<file path="src/sv/hrt_pkg.sv">
// ----------------------------------------------------------------------------
// hrt_pkg: shared types and constants for the handle registry table
// Holds the command and status codes, the field widths of the channels and
// the search flags that pass along the chain of cells and the broadcast write.
// ----------------------------------------------------------------------------
`timescale 1ns / 1ps

package hrt_pkg;

	localparam int HANDLE_W    = 16;
	localparam int STATUS_W    = 3;
	localparam int SLOT_OUT_W  = 8;
	localparam int COUNT_OUT_W = 9;

	typedef enum logic {
		CMD_REGISTER = 1'b0,
		CMD_RELEASE  = 1'b1
	} cmd_t;

	typedef enum logic [STATUS_W-1:0] {
		ST_HELD      = 3'd0,
		ST_REUSED    = 3'd1,
		ST_APPENDED  = 3'd2,
		ST_FULL      = 3'd3,
		ST_RELEASED  = 3'd4,
		ST_NOT_FOUND = 3'd5
	} status_t;

	typedef enum logic [1:0] {
		S_IDLE,
		S_SCAN,
		S_COMMIT
	} state_t;

	// Search token flags that ride down the chain with the key
	typedef struct packed {
		logic vld;
		logic hit;
		logic free;
	} scan_flags_t;

	// Broadcast write from the commit logic into the cells
	typedef struct packed {
		logic en;
		logic set;
	} cell_write_t;

endpackage

</file>
<file path="src/sv/hrt_cell.sv">
// ----------------------------------------------------------------------------
// hrt_cell: one slot of the handle registry table
// Stores one handle and its valid mark, checks the passing search token
// against them and hands the token on to the next cell.
// ----------------------------------------------------------------------------
`timescale 1ns / 1ps

module hrt_cell #(
	parameter int SLOT_W = 8,
	parameter int KEY_W  = 16
) (
	input  logic                 clk,
	input  logic                 arst_n,
	input  logic [SLOT_W-1:0]    index,
	input  logic [SLOT_W:0]      mark,
	input  hrt_pkg::scan_flags_t flags_in,
	input  logic [KEY_W-1:0]     key_in,
	input  logic [SLOT_W-1:0]    hit_slot_in,
	input  logic [SLOT_W-1:0]    free_slot_in,
	output hrt_pkg::scan_flags_t flags_out,
	output logic [KEY_W-1:0]     key_out,
	output logic [SLOT_W-1:0]    hit_slot_out,
	output logic [SLOT_W-1:0]    free_slot_out,
	input  hrt_pkg::cell_write_t wr,
	input  logic [SLOT_W-1:0]    wr_slot,
	input  logic [KEY_W-1:0]     wr_key
);

	logic                 valid_q;
	logic [KEY_W-1:0]     store_q;
	hrt_pkg::scan_flags_t flags_q;
	logic [KEY_W-1:0]     key_q;
	logic [SLOT_W-1:0]    hit_slot_q;
	logic [SLOT_W-1:0]    free_slot_q;
	logic                 match;
	logic                 free_here;
	logic                 wr_here;

	assign match     = valid_q && (store_q == key_in);
	assign free_here = !valid_q && ({1'b0, index} < mark);
	assign wr_here   = wr.en && (wr_slot == index);

	always_ff @(posedge clk or negedge arst_n) begin
		if (!arst_n) begin
			valid_q <= 1'b0;
			flags_q <= '0;
		end else begin
			if (wr_here) begin
				valid_q <= wr.set;
			end
			flags_q.vld  <= flags_in.vld;
			flags_q.hit  <= flags_in.hit | match;
			flags_q.free <= flags_in.free | free_here;
		end
	end

	// Keep the lowest matching and lowest free slot: earlier cells win
	always_ff @(posedge clk) begin
		if (wr_here && wr.set) begin
			store_q <= wr_key;
		end
		key_q       <= key_in;
		hit_slot_q  <= flags_in.hit ? hit_slot_in : index;
		free_slot_q <= flags_in.free ? free_slot_in : index;
	end

	assign flags_out     = flags_q;
	assign key_out       = key_q;
	assign hit_slot_out  = hit_slot_q;
	assign free_slot_out = free_slot_q;

endmodule

</file>
<file path="config.mk">
export PLATFORM = sky130hd
export DESIGN_NAME = hrt_cell
export DESIGN_NICKNAME = d
export VERILOG_FILES = /design/src/sv/hrt_pkg.sv /design/src/sv/hrt_cell.sv
export SDC_FILE = /design/constraint.sdc
export NUM_CORES = 1
export LEC_CHECK = 0
export ABC_AREA = 1
export BUFFER_PORTS_ARGS = -buffer_cell sky130_fd_sc_hd__buf_2
export CAP_MARGIN = 20
export CELL_PAD_IN_SITES_DETAIL_PLACEMENT = 1
export CELL_PAD_IN_SITES_GLOBAL_PLACEMENT = 1
export CORE_MARGIN = 2
export CORE_UTILIZATION = 31
export DETAILED_ROUTE_END_ITERATION = 10
export PLACE_DENSITY = 0.89
export SKIP_LAST_GASP = 1
export SLEW_MARGIN = 40
export SYNTH_ARGS = -nofsm -noshare
export SYNTH_HDL_FRONTEND = slang
export SYNTH_SLANG_ARGS = --single-unit
</file>
<file path="constraint.sdc">
create_clock -name clk -period 1.2 [get_ports clk]
set_clock_uncertainty 0.15 [all_clocks]
set_input_delay 0.06 -clock clk [delete_from_list [all_inputs] [get_ports clk]]
set_output_delay 0.06 -clock clk [all_outputs]
set_load 0.005 [all_outputs]
</file>
==> out/qor.yml <==
outcome: "finished with violations"
violations: "hold timing, setup timing"
cts_made_buffers: 5
regToRegStartpoint: "store_q[2]"
final_layout_size_suffix_gt1_share_pct: 36.0
postLayoutSetupSlackWorst_ns: -0.0826
drv_cap: 0
syn-instance-count: 237
syn_to_final_growth_pct: 70.1
dp.final_hpwl_um: 4970
placed_cells_incl_taps: 439
via_count: 2323
end_kind: "register"
chipWidth_um: 86.4
path_buf_inv: 3
place_congestion: 0.817
p_leak_nw: 1.85
timing_worst_slew_pin_value_ns: 0.317
final_design_area_no_fill_um2: 3580
synthesis.area_um2: 2110
hold_startpoint: "wr[0]"
cts.clk_slew.worst_paths_ns: 0.09
max_freq_ghz: 0.780
detail_route.iter0.violations: 41
crit_path_cell_trace: "dlygate4sd3_1 > buf_2 > inv_1 > o21ai_0 > nor2_1 > nand2_1 > nor2_1 > nand2_1 > nand2_1"
comb_power_share_pct: 17.8
layout.cells.non_filler: 507
io_buffers: 114
power_frac_clock_pct: 32.4
normalized_max_slew_margin_pct: 78.9
critical_path_depth: 9
power.ir.vdd_worst_uv: 492
total_net_switching_power_uw: 900
route.detailed.wl_per_inst_um: 15.7
grt_first_pass_wirelength_um: 12200
timing.setup.critical_path_class: "in2reg"
placeableCoreArea_um2: 6680
die_h_um: 86.4
min_period_over_period_pct: 107
final-max-slew-violation-count: 0
cp_top_family: "buffers and inverters"
cts.sink_count: 52
cts_tree: "done"
die_area_um2: 7470
setup_viol: 1
detailed_place.area_um2: 2860
drt-vias-per-instance: 4.58
power_report.internal_total_mw: 2.94
fp-row-count: 30
worst_reg_to_reg_cells: 7
initial_core_util_pct: 31.5
buffers_from_clock_root_to_sink_at_most: 2
crit_required_ns: 1.30
num-nets-final: 511
critPathLaunch: "key_in[11]"
syn_area_per_cell_um2: 8.89
fin_hold_ws_ns: -0.0436
post-route-drc-count: 0
ctsRootBufferMaster: "clkbuf_8"
utilization_pct: 53.7
syn_nets: 324
wirelength_um: 7960
finalHoldViolations: 1
rsz_0062_raised_after_global_routing: "true"
cp-start-kind: "primary input"
setup_total_negative_slack_ns: -0.0826
critPathMostFrequentCell: "nand2_1"
power_per_cell_area_nw_per_um2: 1070
detail-route-antenna-nets: 0
worst_hold_path.num_cells: 3
fraction_of_power_consumed_by_sequential_logic_pct: 49.8
grt_max_degree: 18
min-delay-path-class: "in2reg"
post-route-min-period_ns: 1.28
synth_seq_cells: 52
fill_cells: 831
critPathSlowestCell: "dlygate4sd3_1"
synth.lib_cells_used.distinct: 23
ys_seq_area_share_pct: 58.0
crit_path_max_fanout: 2
switching_share_pct: 23.4
top_level_ports: 115
worst-endpoint-arrival_ns: 1.38
overall_overflow_remaining_after_global_route: 0
track_usage_pct: 21.6
post-cts-setup-buffer-count: 0
insertion_delay_ns: 0.30
synthesis_warning_total: 0
grt_pass1_vias: 2595
htree_levels: 2
number_of_antenna_violations_at_the_first_check_in_global_routing: 2
crit_path_max_incr_delay_ns: 0.54
firstDrtPassIters: 4
-- worst reg2reg max path, stage by stage, from the launching register on --
cell and delay, ns:
edfxtp_1 0.44, nor2_2 0.13, nor2_1 0.06, nor2_1 0.10, nand3_1 0.09, nor2_1 0.11
nand2_1 0.07, nand2_1 0.05
-- sequential cells by signal, summed over array words and instances (netlist names) --
register / count
flags_out: 3
free_slot_out: 8
hit_slot_out: 8
key_out: 16
store_q: 16
valid_q: 1
-- synth_stat cells --
| cell type | n | share of area, % |
|---|---|---|
| nor2_1 | 15 | 2.7 |
| o21ai_2 | 1 | 0.42 |
| nor2_4 | 2 | 1.1 |
| nor3b_2 | 1 | 0.59 |
| inv_2 | 5 | 0.89 |
| ha_1 | 7 | 4.2 |
| o21ai_1 | 2 | 0.48 |
| o21ai_0 | 20 | 4.8 |
| nand2_2 | 3 | 0.89 |
| nand2_1 | 63 | 11 |
| a21oi_2 | 1 | 0.42 |
| a21oi_1 | 3 | 0.71 |
| nand3_1 | 8 | 1.9 |
| a21o_1 | 1 | 0.36 |
| dfrtp_1 | 4 | 4.8 |
| xor2_1 | 3 | 1.2 |
| nand4_1 | 1 | 0.30 |
| nand3_4 | 1 | 0.83 |
| inv_1 | 44 | 7.8 |
| dfxtp_1 | 32 | 30 |
| edfxtp_1 | 16 | 23 |
| buf_2 | 2 | 0.48 |
| xnor2_1 | 2 | 0.83 |
-- kinds of logic (layout without fill, tap and decap cells) --
group | Yosys count | in the layout | share of synthesized area [%]
xor+xnor | 5 | 5 | 2.08
compound gates | 28 | 28 | 7.13
fa+ha+maj | 7 | 7 | 4.16
simple gates | 94 | 94 | 19.5
buf+inv | 51 | 239 | 9.20
flops | 52 | 52 | 58.0
other cells | 0 | 2 | 0
-- cell type report --
class	instances	area [um2]	area share, %
antenna	2	5.00	0.140
clock buffer	6	82.6	2.30
clock inverter	2	38.8	1.08
inverter	49	190	5.31
multi-input combinational	134	708	19.8
sequential	52	1220	34.1
tap	80	100	2.79
timing repair buffer	182	1240	34.6
-- repair_timing --
| item | CTS | global route |
|---|---|---|
| setup endpoints to repair | 1 | 2 |
| endpoints found under the hold margin | 56 | 2 |
| pin swaps | 0 | 4 |
| gates resized for setup | 1 | 4 |
| hold buffers | 57 | 1 |
-- power by group through the flow --
stage / registers, mW / clock network [mW] / logic, mW
after floorplan: 1.97 / 0 / 0.177
after global placement: 1.95 / 0 / 0.479
after detailed placement: 1.95 / 0 / 0.506
after CTS: 1.91 / 1.28 / 0.654
after global routing: 1.92 / 1.35 / 0.752
final: 1.92 / 1.25 / 0.683
-- metrics by stage --
stage,setup slack (ns),power [mW]
after global routing,-0.140,4.03
after global placement,-0.187,2.43
after detailed placement,-0.222,2.46
after CTS,0.00529,3.84
after floorplan,-0.00840,2.14
final,-0.0826,3.85
-- layer usage --
metal | part of all wire (%) | wire length [um] | global-route usage [%] | vias up
met5 | 0 | 0 | 0 | -
met4 | 3.4 | 274 | 10.5 | 0
met3 | 5.3 | 421 | 4.38 | 22
met2 | 59 | 4660 | 43.8 | 95
met1 | 33 | 2600 | 19.9 | 1105
li1 | - | - | - | 1101
-- cell usage in the layout (no fill, tap or decap), drive strengths merged --
master and count:
clkinv 1, clkinvlp 1, nor3b 1, xor2 3, nand2 66, clkbuf 6, a21o 1, bufinv 1
o21ai 23, inv 48, dfxtp 32, diode 2, nand4 1, ha 7, nand3 9, a21oi 4
edfxtp 16, buf 124, dfrtp 4, dlygate4sd3 58, xnor2 2, nor2 17
-- path summary, 6_finish.rpt --
kind                                     end  slack (ns)
worst max-delay path            flags_out[1]       -0.08
worst min-delay path                 valid_q       -0.04
worst min register to register       valid_q        0.34
min in group asynchronous       flags_out[2]        0.50
max in group asynchronous            valid_q        0.22
worst max register to register  flags_out[1]       -0.05
No activity file was read; power rests on OpenSTA's default activity.
